`src/rtl/fps_pkg.sv`:
```
// Shared constants and types for the frame pacing scheduler.
// Holds field widths, register indexes and action codes; no dependencies.
package fps_pkg;

  localparam int TIME_WIDTH      = 40;
  localparam int COUNT_WIDTH     = 32;
  localparam int ALPHA_FRAC_BITS = 8;
  localparam int ID_WIDTH        = 32;
  localparam int IVL_WIDTH       = 20;
  localparam int CFG_DATA_WIDTH  = 20;
  localparam int CFG_INDEX_WIDTH = 2;

  // Averaging weight limits: 0.01 and 0.99 of one, rounded to nearest.
  localparam int ALPHA_ONE = 1 << ALPHA_FRAC_BITS;
  localparam int ALPHA_MIN = (ALPHA_ONE + 50) / 100;
  localparam int ALPHA_MAX = ALPHA_ONE - ALPHA_MIN;

  localparam logic [IVL_WIDTH-1:0]       INTERVAL_RESET = IVL_WIDTH'(33333);
  localparam logic [ALPHA_FRAC_BITS-1:0] ALPHA_RESET    = ALPHA_FRAC_BITS'(26);

  // Configuration register indexes.
  localparam logic [CFG_INDEX_WIDTH-1:0] REG_FRAME_INTERVAL = 2'd0;
  localparam logic [CFG_INDEX_WIDTH-1:0] REG_SMOOTHING_ON   = 2'd1;
  localparam logic [CFG_INDEX_WIDTH-1:0] REG_ALPHA          = 2'd2;

  // Event codes on the func field.
  localparam logic FUNC_FRAME   = 1'b0;
  localparam logic FUNC_DISPLAY = 1'b1;

  typedef enum logic [1:0] {
    ACT_DISPLAY   = 2'd0,
    ACT_DROP      = 2'd1,
    ACT_DUPLICATE = 2'd2,
    ACT_NO_FRAME  = 2'd3
  } action_t;

endpackage

```
`src/rtl/frame_pacing_scheduler_unit.sv`:
```
// Frame pacing scheduler: drop/display/duplicate decisions and averaged display interval.
// Depends on fps_pkg for widths, register indexes and action codes.
//
//   channel | handshake          | payload
//   --------+--------------------+-------------------------------------------------
//   in      | in_valid/in_ready  | func, frame_tag, pts_us, display_time_us
//   out     | out_valid/out_ready| action, echo_tag, scheduled_pts_us, counters,
//           |                    | mean_period_us
//   cfg     | cfg_wr_en          | cfg_index, cfg_data (write only, no wait)
//
// One transaction per cycle sustained while out_ready is high; a transaction passes through
// the input register and then the result register before its result is valid.
// The input register and the result register each hold one transaction, so input is
// taken while a result waits. The decision and the averaging multiply-add sit between
// those two registers. Reset (rst, synchronous) clears control and scheduler state and
// loads defaults. A stalled output holds its result; in_ready drops once the input is full.
module frame_pacing_scheduler_unit
  import fps_pkg::*;
(
  input  logic                        clk,
  input  logic                        rst,

  input  logic                        cfg_wr_en,
  input  logic [CFG_INDEX_WIDTH-1:0]  cfg_index,
  input  logic [CFG_DATA_WIDTH-1:0]   cfg_data,

  input  logic                        in_valid,
  output logic                        in_ready,
  input  logic                        func,
  input  logic signed [ID_WIDTH-1:0]  frame_tag,
  input  logic [TIME_WIDTH-1:0]       pts_us,
  input  logic [TIME_WIDTH-1:0]       display_time_us,

  output logic                        out_valid,
  input  logic                        out_ready,
  output logic [1:0]                  action,
  output logic signed [ID_WIDTH-1:0]  echo_tag,
  output logic [TIME_WIDTH-1:0]       scheduled_pts_us,
  output logic [COUNT_WIDTH-1:0]      total_count,
  output logic [COUNT_WIDTH-1:0]      displayed_count,
  output logic [COUNT_WIDTH-1:0]      dropped_count,
  output logic [COUNT_WIDTH-1:0]      duplicated_count,
  output logic [TIME_WIDTH-1:0]       mean_period_us
);

  localparam int PROD_WIDTH = TIME_WIDTH + ALPHA_FRAC_BITS;

  // Configuration registers.
  logic [IVL_WIDTH-1:0]       frame_interval_us;
  logic                       smoothing_on;
  logic [ALPHA_FRAC_BITS-1:0] alpha_q8;

  // Input register.
  logic                       in_full;
  logic                       s_func;
  logic [ID_WIDTH-1:0]        s_tag;
  logic [TIME_WIDTH-1:0]      s_pts;
  logic [TIME_WIDTH-1:0]      s_disp;

  // Scheduler state.
  logic [TIME_WIDTH-1:0]      last_shown_pts;
  logic                       seen_first_frame;
  logic [COUNT_WIDTH-1:0]     total_ctr;
  logic [COUNT_WIDTH-1:0]     displayed_ctr;
  logic [COUNT_WIDTH-1:0]     dropped_ctr;
  logic [COUNT_WIDTH-1:0]     duplicated_ctr;
  logic [TIME_WIDTH-1:0]      mean_period;
  logic [TIME_WIDTH-1:0]      last_display_time;
  logic                       seen_first_display;

  // Next values computed from the held transaction.
  action_t                    action_next;
  logic [TIME_WIDTH-1:0]      sched_next;
  logic [TIME_WIDTH-1:0]      last_shown_pts_next;
  logic                       seen_first_frame_next;
  logic [COUNT_WIDTH-1:0]     total_ctr_next;
  logic [COUNT_WIDTH-1:0]     displayed_ctr_next;
  logic [COUNT_WIDTH-1:0]     dropped_ctr_next;
  logic [COUNT_WIDTH-1:0]     duplicated_ctr_next;
  logic [TIME_WIDTH-1:0]      mean_period_next;
  logic                       seen_first_display_next;

  logic                       advance;
  logic [IVL_WIDTH-1:0]       half_win;
  logic [IVL_WIDTH-1:0]       win_lo;
  logic [IVL_WIDTH:0]         win_hi;
  logic [TIME_WIDTH-1:0]      delta;
  logic [TIME_WIDTH-1:0]      disp_interval;
  logic [ALPHA_FRAC_BITS-1:0] alpha_clamped;
  logic [ALPHA_FRAC_BITS:0]   beta;
  logic [PROD_WIDTH-1:0]      prod_new;
  logic [PROD_WIDTH-1:0]      prod_old;
  logic [PROD_WIDTH:0]        blend_sum;

  // The held transaction moves on when the result register is free or being emptied.
  assign advance  = in_full && (!out_valid || out_ready);
  assign in_ready = !in_full || advance;

  // Configuration writes; indexes past the list are ignored.
  always_ff @(posedge clk) begin
    if (rst) begin
      frame_interval_us <= INTERVAL_RESET;
      smoothing_on      <= 1'b1;
      alpha_q8          <= ALPHA_RESET;
    end else if (cfg_wr_en) begin
      unique case (cfg_index)
        REG_FRAME_INTERVAL: frame_interval_us <= cfg_data[IVL_WIDTH-1:0];
        REG_SMOOTHING_ON:   smoothing_on      <= cfg_data[0];
        REG_ALPHA:          alpha_q8          <= cfg_data[ALPHA_FRAC_BITS-1:0];
        default:            ;
      endcase
    end
  end

  // Input register.
  always_ff @(posedge clk) begin
    if (rst) begin
      in_full <= 1'b0;
    end else if (in_valid && in_ready) begin
      in_full <= 1'b1;
    end else if (advance) begin
      in_full <= 1'b0;
    end
  end

  always_ff @(posedge clk) begin
    if (in_valid && in_ready) begin
      s_func <= func;
      s_tag  <= frame_tag;
      s_pts  <= pts_us;
      s_disp <= display_time_us;
    end
  end

  // Frame decision window around the expected timestamp.
  assign half_win = frame_interval_us >> 1;
  assign win_lo   = frame_interval_us - half_win;
  assign win_hi   = {1'b0, frame_interval_us} + {1'b0, half_win};
  assign delta    = s_pts - last_shown_pts;

  // Weighted average: (a*new + (1-a)*old + half) >> F, rounded half up.
  always_comb begin
    if (alpha_q8 < ALPHA_FRAC_BITS'(ALPHA_MIN)) begin
      alpha_clamped = ALPHA_FRAC_BITS'(ALPHA_MIN);
    end else if (alpha_q8 > ALPHA_FRAC_BITS'(ALPHA_MAX)) begin
      alpha_clamped = ALPHA_FRAC_BITS'(ALPHA_MAX);
    end else begin
      alpha_clamped = alpha_q8;
    end
  end

  assign disp_interval = s_disp - last_display_time;
  assign beta          = (ALPHA_FRAC_BITS + 1)'(ALPHA_ONE) - {1'b0, alpha_clamped};
  assign prod_new      = PROD_WIDTH'(disp_interval) * PROD_WIDTH'(alpha_clamped);
  assign prod_old      = PROD_WIDTH'(mean_period) * PROD_WIDTH'(beta);
  assign blend_sum     = {1'b0, prod_new} + {1'b0, prod_old}
                       + (PROD_WIDTH + 1)'(ALPHA_ONE >> 1);

  // Event processing and state next values.
  always_comb begin
    action_next             = ACT_NO_FRAME;
    sched_next              = '0;
    last_shown_pts_next     = last_shown_pts;
    seen_first_frame_next   = seen_first_frame;
    total_ctr_next          = total_ctr;
    displayed_ctr_next      = displayed_ctr;
    dropped_ctr_next        = dropped_ctr;
    duplicated_ctr_next     = duplicated_ctr;
    mean_period_next        = mean_period;
    seen_first_display_next = seen_first_display;

    if (s_func == FUNC_FRAME) begin
      if (total_ctr != '1) total_ctr_next = total_ctr + 1'b1;

      priority if (!seen_first_frame) begin
        action_next = ACT_DISPLAY;
      end else if (s_pts < last_shown_pts) begin
        action_next = ACT_DROP;
      end else if (delta < TIME_WIDTH'(win_lo)) begin
        action_next = ACT_DROP;
      end else if (delta > TIME_WIDTH'(win_hi)) begin
        action_next = ACT_DUPLICATE;
      end else begin
        action_next = ACT_DISPLAY;
      end

      unique case (action_next)
        ACT_DISPLAY: begin
          sched_next            = s_pts;
          last_shown_pts_next   = s_pts;
          seen_first_frame_next = 1'b1;
          if (displayed_ctr != '1) displayed_ctr_next = displayed_ctr + 1'b1;
        end
        ACT_DROP: begin
          sched_next = last_shown_pts;
          if (dropped_ctr != '1) dropped_ctr_next = dropped_ctr + 1'b1;
        end
        default: begin
          sched_next = last_shown_pts + TIME_WIDTH'(frame_interval_us);
          if (duplicated_ctr != '1) duplicated_ctr_next = duplicated_ctr + 1'b1;
        end
      endcase
    end else begin
      // The first display time only seeds the average; later ones must advance.
      if (!seen_first_display) begin
        mean_period_next        = TIME_WIDTH'(frame_interval_us);
        seen_first_display_next = 1'b1;
      end else if (s_disp > last_display_time) begin
        if (smoothing_on) begin
          mean_period_next = blend_sum[PROD_WIDTH-1:ALPHA_FRAC_BITS];
        end else begin
          mean_period_next = disp_interval;
        end
      end
    end
  end

  // State update when a transaction moves into the result register.
  always_ff @(posedge clk) begin
    if (rst) begin
      last_shown_pts     <= '0;
      seen_first_frame   <= 1'b0;
      total_ctr          <= '0;
      displayed_ctr      <= '0;
      dropped_ctr        <= '0;
      duplicated_ctr     <= '0;
      mean_period        <= TIME_WIDTH'(INTERVAL_RESET);
      last_display_time  <= '0;
      seen_first_display <= 1'b0;
    end else if (advance) begin
      last_shown_pts     <= last_shown_pts_next;
      seen_first_frame   <= seen_first_frame_next;
      total_ctr          <= total_ctr_next;
      displayed_ctr      <= displayed_ctr_next;
      dropped_ctr        <= dropped_ctr_next;
      duplicated_ctr     <= duplicated_ctr_next;
      mean_period        <= mean_period_next;
      seen_first_display <= seen_first_display_next;
      if (s_func == FUNC_DISPLAY) last_display_time <= s_disp;
    end
  end

  // Result register.
  always_ff @(posedge clk) begin
    if (rst) begin
      out_valid <= 1'b0;
    end else if (advance) begin
      out_valid <= 1'b1;
    end else if (out_ready) begin
      out_valid <= 1'b0;
    end
  end

  always_ff @(posedge clk) begin
    if (advance) begin
      action           <= action_next;
      echo_tag         <= (s_func == FUNC_FRAME) ? s_tag : '0;
      scheduled_pts_us <= sched_next;
      total_count      <= total_ctr_next;
      displayed_count  <= displayed_ctr_next;
      dropped_count    <= dropped_ctr_next;
      duplicated_count <= duplicated_ctr_next;
      mean_period_us   <= mean_period_next;
    end
  end

endmodule
```
`config.mk`:
```
export PLATFORM = sky130hd
export DESIGN_NAME = frame_pacing_scheduler_unit
export DESIGN_NICKNAME = d
export VERILOG_FILES = /design/src/rtl/fps_pkg.sv /design/src/rtl/frame_pacing_scheduler_unit.sv
export SDC_FILE = /design/constraint.sdc
export NUM_CORES = 2
export LEC_CHECK = 0
export ABC_AREA = 1
export BUFFER_PORTS_ARGS = -buffer_cell sky130_fd_sc_hd__buf_2
export CAP_MARGIN = 25
export CORE_MARGIN = 2
export CORE_UTILIZATION = 57
export CTS_CLUSTER_SIZE = 12
export DETAILED_ROUTE_END_ITERATION = 8
export GPL_ROUTABILITY_DRIVEN = 0
export GPL_TIMING_DRIVEN = 1
export MAX_ROUTING_LAYER = met4
export PLACE_DENSITY = 0.86
export SYNTH_ARGS = -nofsm -noshare
export SYNTH_HDL_FRONTEND = slang
export SYNTH_SLANG_ARGS = --single-unit
```
`constraint.sdc`:
```
create_clock -name clk -period 11.9 [get_ports clk]
set_input_delay 2.38 -clock clk [delete_from_list [all_inputs] [get_ports clk]]
set_output_delay 2.38 -clock clk [all_outputs]
set_load 0.03 [all_outputs]
```
== After elaboration in Yosys (flattened, before gate mapping) ==
Cells that the tools add are included.
Widths: inputs -> output; s select.

* Memories: 0
* Bits in registers: 636
* ROM bits: 0
* Latch bits: 0
* Memory bits (writable): 0
* Bits of input ports: 140
* Output and inout bits: 244
* Word-level logic and storage cells: 97

* Equal/unequal tests: 7
* Order comparisons: 6
* $add $sub $neg: 12
* Bitwise gates (word level): 1
* Shift-type cells: 0
* Multipliers: 2
* Div/mod/pow operators: 0
* Reductions and logical operators: 16
* Muxes and demuxes: 27

{| class="wikitable"
|+ Operators with widths
! cell !! number
|-
| $mux 32 || 11
|-
| $mux 40 || 4
|-
| $add 32x1->32 const B || 4
|-
| $ne 32x32->1 const B || 4
|-
| $pmux 40 s2 || 1
|-
| $sub 40x40->40 || 2
|-
| $add 48x48->48 || 1
|-
| $add 48x8->48 const B || 1
|-
| $mul 40x8->48 || 1
|-
| $mul 40x9->48 || 1
|-
| $add 40x20->40 || 1
|-
| $gt 40x21->1 || 1
|-
| $gt 40x40->1 || 1
|-
| $lt 40x20->1 || 1
|-
| $lt 40x40->1 || 1
|-
| $add 20x19->21 || 1
|-
| $sub 20x19->20 || 1
|-
| $mux 8 || 2
|-
| $mux 2 || 5
|-
| $sub 9x8->9 const A || 1
|-
| $gt 8x8->1 const B || 1
|-
| $lt 8x2->1 const B || 1
|-
| $reduce_and 2->1 || 4
|-
| $eq 2x1->1 const B || 2
|-
| other kinds (10) || 18
|}

== Logic depth before layout (Yosys ltp) ==
* Word-level depth: 11
* Depth in mapped cells: 47
* Mapped depth without buffers: 47

== Least setup slack after synthesis ==
No wires, ideal clock.

* Path type: input-to-reg
* Start: in out_ready
* End: reg displayed_ctr[30]
* Cell stages on the path: 7
* Setup slack: 1,460 ps
* Arrival time: 10,015 ps
* Library setup time: 425 ps
* Buffers on the path: 2
* Data required time: 11,475 ps
* Cells stage by stage: inv_1 > nand2_1 > nand2_1 > clkinv_1 > clkbuf_1 > clkbuf_1 > a21oi_1

* Cells in the longest elaborated chain, start to end: 2

{| class="wikitable"
|+ Ends and longest elaborated chain
! element !! line !! RTL
|-
| start: declaration || frame_pacing_scheduler_unit.sv:35 || <nowiki>input logic out_ready,</nowiki>
|-
| $logic_or 1x1->1 || frame_pacing_scheduler_unit.sv:96 || <nowiki>assign advance = in_full && (!out_valid || out_ready);</nowiki>
|-
| $logic_and 1x1->1 || frame_pacing_scheduler_unit.sv:96 ||
|-
| via advance || frame_pacing_scheduler_unit.sv:83 || <nowiki>logic advance;</nowiki>
|-
| end signal: assignment || frame_pacing_scheduler_unit.sv:234 || <nowiki>displayed_ctr <= displayed_ctr_next;</nowiki>
|-
| end: declaration || frame_pacing_scheduler_unit.sv:64 || <nowiki>logic [COUNT_WIDTH-1:0] displayed_ctr;</nowiki>
|}

The timed path passes the listed nets, and every way through them passes these cells.
A chain may end at the register's enable or synchronous reset.

== Worst setup path after layout ==
* Start: reg alpha_q8[2]
* End: reg mean_period_us[20] (data pin)

* Cells in the longest elaborated chain, start to end: 11
* Elaborated cells on any way between the ends: 13
* Classes of those cells: add/sub (3); mul (2); order compare (2); mux (6)

{| class="wikitable"
|+ Ends and longest elaborated chain
! element !! line !! RTL
|-
| start: declaration || frame_pacing_scheduler_unit.sv:51 || <nowiki>logic [ALPHA_FRAC_BITS-1:0] alpha_q8;</nowiki>
|-
| start signal: assignment || frame_pacing_scheduler_unit.sv:109 || <nowiki>REG_ALPHA: alpha_q8 <= cfg_data[ALPHA_FRAC_BITS-1:0];</nowiki>
|-
| $gt 8x8->1 || frame_pacing_scheduler_unit.sv:145 || <nowiki>end else if (alpha_q8 > ALPHA_FRAC_BITS'(ALPHA_MAX)) begin</nowiki>
|-
| $mux 8 || frame_pacing_scheduler_unit.sv:145 ||
|-
| $mux 8 (*) || frame_pacing_scheduler_unit.sv:143 || <nowiki>if (alpha_q8 < ALPHA_FRAC_BITS'(ALPHA_MIN)) begin</nowiki>
|-
| $sub 9x8->9 || frame_pacing_scheduler_unit.sv:153 || <nowiki>assign beta = (ALPHA_FRAC_BITS + 1)'(ALPHA_ONE) - {1'b0, alpha_clamped};</nowiki>
|-
| $mul 40x9->48 || frame_pacing_scheduler_unit.sv:155 || <nowiki>assign prod_old = PROD_WIDTH'(mean_period) * PROD_WIDTH'(beta);</nowiki>
|-
| $add 48x48->48 (*) || frame_pacing_scheduler_unit.sv:156 || <nowiki>assign blend_sum = {1'b0, prod_new} + {1'b0, prod_old}</nowiki>
|-
| $add 48x8->48 (*) || frame_pacing_scheduler_unit.sv:157 || <nowiki>+ (PROD_WIDTH + 1)'(ALPHA_ONE >> 1);</nowiki>
|-
| $mux 40 (*) || frame_pacing_scheduler_unit.sv:209 || <nowiki>if (smoothing_on) begin</nowiki>
|-
| $mux 40 (*) || frame_pacing_scheduler_unit.sv:208 || <nowiki>end else if (s_disp > last_display_time) begin</nowiki>
|-
| $mux 40 (*) || frame_pacing_scheduler_unit.sv:205 || <nowiki>if (!seen_first_display) begin</nowiki>
|-
| $mux 40 (*) || frame_pacing_scheduler_unit.sv:172 || <nowiki>if (s_func == FUNC_FRAME) begin</nowiki>
|-
| via mean_period_next[20] || frame_pacing_scheduler_unit.sv:80 || <nowiki>logic [TIME_WIDTH-1:0] mean_period_next;</nowiki>
|-
| end signal: assignment || frame_pacing_scheduler_unit.sv:263 || <nowiki>mean_period_us <= mean_period_next;</nowiki>
|-
| end: declaration || frame_pacing_scheduler_unit.sv:43 || <nowiki>output logic [TIME_WIDTH-1:0] mean_period_us</nowiki>
|}

The timed path passes the listed nets; every way through them passes the cells marked *.

==> summary.md <==
| Metric | Value |
|---|---|
| Final core utilization | `62.8%` |
| CTS root buf | `clkbuf_16` |
| Status | `complete, no violations` |
| Filler cells | `8332` |
| Clk_skew | `0.0402 ns` |
| Sequential share of power | `14.7%` |
| Combinational share of power | `72.3%` |
| Crit path largest cell delay | `0.73 ns` |
| Layout cell share with drive strength beyond 1 | `7.56%` |
| DP Area | `61600 um2` |
| Worst R2R Setup Slack | `1.27 ns` |
| Chip width | `325 um` |
| Post-CTS sizing | `0` |
| # H-tree levels | `3` |
| Yosys warnings | `0` |
| Synth Flop Type | `edfxtp_1` |
| Sequential area share after synthesis | `27.7%` |
| Critical Path AT | `10.97 ns` |
| Final Instance Count excl. Fillers | `9321` |
| Final WL | `183000 um` |
| Core footprint | `102000 um2` |
| CTS tree | `yes` |
| Total Negative Setup Slacks | `0 ns` |
| # IOs | `384` |
| Avg Vias per Cell | `5.81` |
| Hold crit path type | `flop to flop` |
| Setup WS post-layout | `1.27 ns` |
| Sink of the worst hold path | `last_display_time[9]` |
| RSZ-0062 raised after global routing | `no` |
| Reg2Reg Launch Point | `alpha_q8[2]` |
| DRC Markers | `0` |
| Unique masters post-synth | `59` |
| WHS Path Cells | `2` |
| Power Density | `273 nW/um2` |
| Clock share of power | `12.9%` |
| Count leader, synth | `nand2_1` |
| CP endpoint kind | `flop` |
| Internal power | `7.80 mW` |
| Vias in the first global route | `53900` |
| Final HPWL DP | `139000 um` |
| Reg2reg path depth | `33` |
| Synth top cells by count | `nand2_1, inv_1, nor2_1, a21oi_1, fa_1` |
| Area leader, netlist | `fa_1` |
| Final Hold Fails | `0` |
| Sw frac | `55.5%` |
| First-pass GRT wire length | `287000 um` |
| Fraction of registers with async set/reset | `0%` |
| Leak | `31.0 nW` |
| Port bufs | `383` |
| Full die area | `106000 um2` |
| Largest net degree at the start of global routing | `146` |
| Placed insts | `9175` |
| Mapped Avg Cell Area | `7.67 um2` |
| Via count | `54100` |
| Initial DRC count | `7347` |
| Net Switching | `9.72 mW` |
| CTS buffer count | `74` |
| Clock Pin Slew Worst Setup and Hold Paths | `0.06 ns` |
| Grt ovf | `0` |
| First-pass detailed-route iteration total | `8` |
| Clk_lat worst skew | `0.69 ns` |
| EDFF count, synth | `355` |
| Layout area overhead | `9.10%` |
| Worst min-delay path startpoint | `last_display_time[9]` |
| Tot GR Track Use | `35.3%` |
| Tmin final | `10.63 ns` |
| Synth Net Count | `8697` |
| Max-slew headroom | `23.3%` |
| Max-cap violations | `0` |
| Critical Path Fanout Max | `32` |
| Final Max Slew Viols | `0` |
| Reg-to-reg endpoint | `mean_period_us[20]` |
| Initial core utilization | `57.6%` |
| ANT nets after route | `0` |
| Synth Register Bits | `636` |
| Worst Setup Start Kind | `flop` |
| # hold bufs at CTS | `0` |
| Worst path required time | `12.24 ns` |
| Pre-CTS WS | `1.85 ns` |
| Worst-margin pin slew | `1.15 ns` |
| Setup bufs post-CTS | `0` |
| Max Fclk | `94.1 MHz` |
| Gate Count Post-Synth | `7657` |
| Post-Syn Area | `58700 um2` |
| Initial antenna violation count | `6` |
| Setup violations, final | `0` |
| # rows | `117` |
| Top cells by area, synth | `fa_1, edfxtp_1, nand2_1` |
| Number of clock sinks | `636` |
| VDD IR max | `0.659 mV` |
| Die Ht | `325 um` |
| Slowest cell on crit path | `inv_2` |
| Fin nets | `8926` |
| Maximum clock insertion buffer count | `3` |
| Synth top area share | `19.9%` |
| Finished Cell Area | `64100 um2` |
| Crit share post-route | `89.3%` |
| Post-detailed-route wirelength per cell | `19.6 um` |
| Setup CP Type | `flop to flop` |
-- cell type report --
type,instances,area [um2],share of cell area (%)
multi-input cells,5182,35500,55.4
flip-flops and latches,636,16300,25.4
inverters,1558,5860,9.14
repair buffers,434,2350,3.66
clock buffers,103,2020,3.15
well taps,1368,1710,2.67
clock inverters,33,360,0.562
diodes,7,17.5,0.0273
-- cells by family (layout without fill, tap and decap cells) --
kind of cell / count (synthesis) / after routing / share of synthesized area [%]
buf+inv: 1839 / 2128 / 11.9
xor+xnor: 167 / 167 / 2.49
flops: 636 / 636 / 27.7
simple gates: 3012 / 3012 / 21.2
compound gates: 1103 / 1103 / 9.94
fa+ha+maj: 900 / 900 / 26.7
other cells: 0 / 7 / 0
-- critical path: cells and delay by family, from the launching register on --
kind	cells	cell delay [ns]
adders and majority gates	7	3.58
DFF	1	0.46
AOI/OAI and AO/OA	6	2.21
xor gates and xnor gates	1	0.22
buffers and inverters	8	1.84
and+or+nand+nor	11	1.93
-- state kept, by name, summed over array words and instances, names as in the netlist, 40 cells and up --
register and count:
s_pts 40, scheduled_pts_us 40, mean_period 40, last_display_time 40, mean_period_us 40, last_shown_pts 40, s_disp 40
-- stage by stage --
step	hold slack, ns	total power, mW
floorplan	0.433	11.2
global route	0.477	18.8
CTS	0.460	16.9
finish	0.457	17.5
detailed placement	0.452	14.6
global placement	0.443	14.3
-- worst max path at each step --
stage                            from                  to  slack, ns  cells past startpoint
final                     alpha_q8[2]  mean_period_us[20]       1.27                     33
after global routing      alpha_q8[2]  mean_period_us[22]       1.04                     34
after CTS                 alpha_q8[2]  mean_period_us[20]       1.84                     33
after detailed placement  alpha_q8[2]  mean_period_us[20]       1.85                     33
after global placement    alpha_q8[2]  mean_period_us[20]       2.17                     33
after floorplan             out_ready   displayed_ctr[30]       1.46                      7
-- routing by layer --
layer | global-route usage [%] | routed length (um) | vias up | part of all wire, %
met3 | 11.5 | 24600 | 971 | 13
met4 | 19.3 | 12600 | 0 | 6.9
met5 | - | 0 | - | 0
met1 | 40.6 | 63800 | 25100 | 35
li1 | - | - | 24500 | -
met2 | 54.8 | 81500 | 3624 | 45
-- layout by cell type (no fill, tap or decap), types with 24 or more instances in the layout --
cell type / n
xor2_1: 144
nor4_1: 31
o211ai_1: 24
fa_1: 585
nand2_1: 1730
inv_1: 1544
a31oi_1: 57
buf_4: 48
edfxtp_1: 355
ha_1: 315
a21oi_1: 589
nand3_1: 350
nor3_1: 82
dfxtp_1: 279
nand4_1: 111
clkbuf_16: 74
nor2_1: 634
o21ai_0: 346
buf_2: 382
-- power groups by stage --
stage / clock [mW] / sequential, mW / combinational [mW]
after floorplan: 0 / 2.68 / 8.54
after global placement: 0 / 2.62 / 11.7
after detailed placement: 0 / 2.62 / 12.0
after CTS: 2.27 / 2.58 / 12.1
after global routing: 2.36 / 2.59 / 13.8
final: 2.26 / 2.58 / 12.7
No activity file was read; power rests on OpenSTA's default activity.
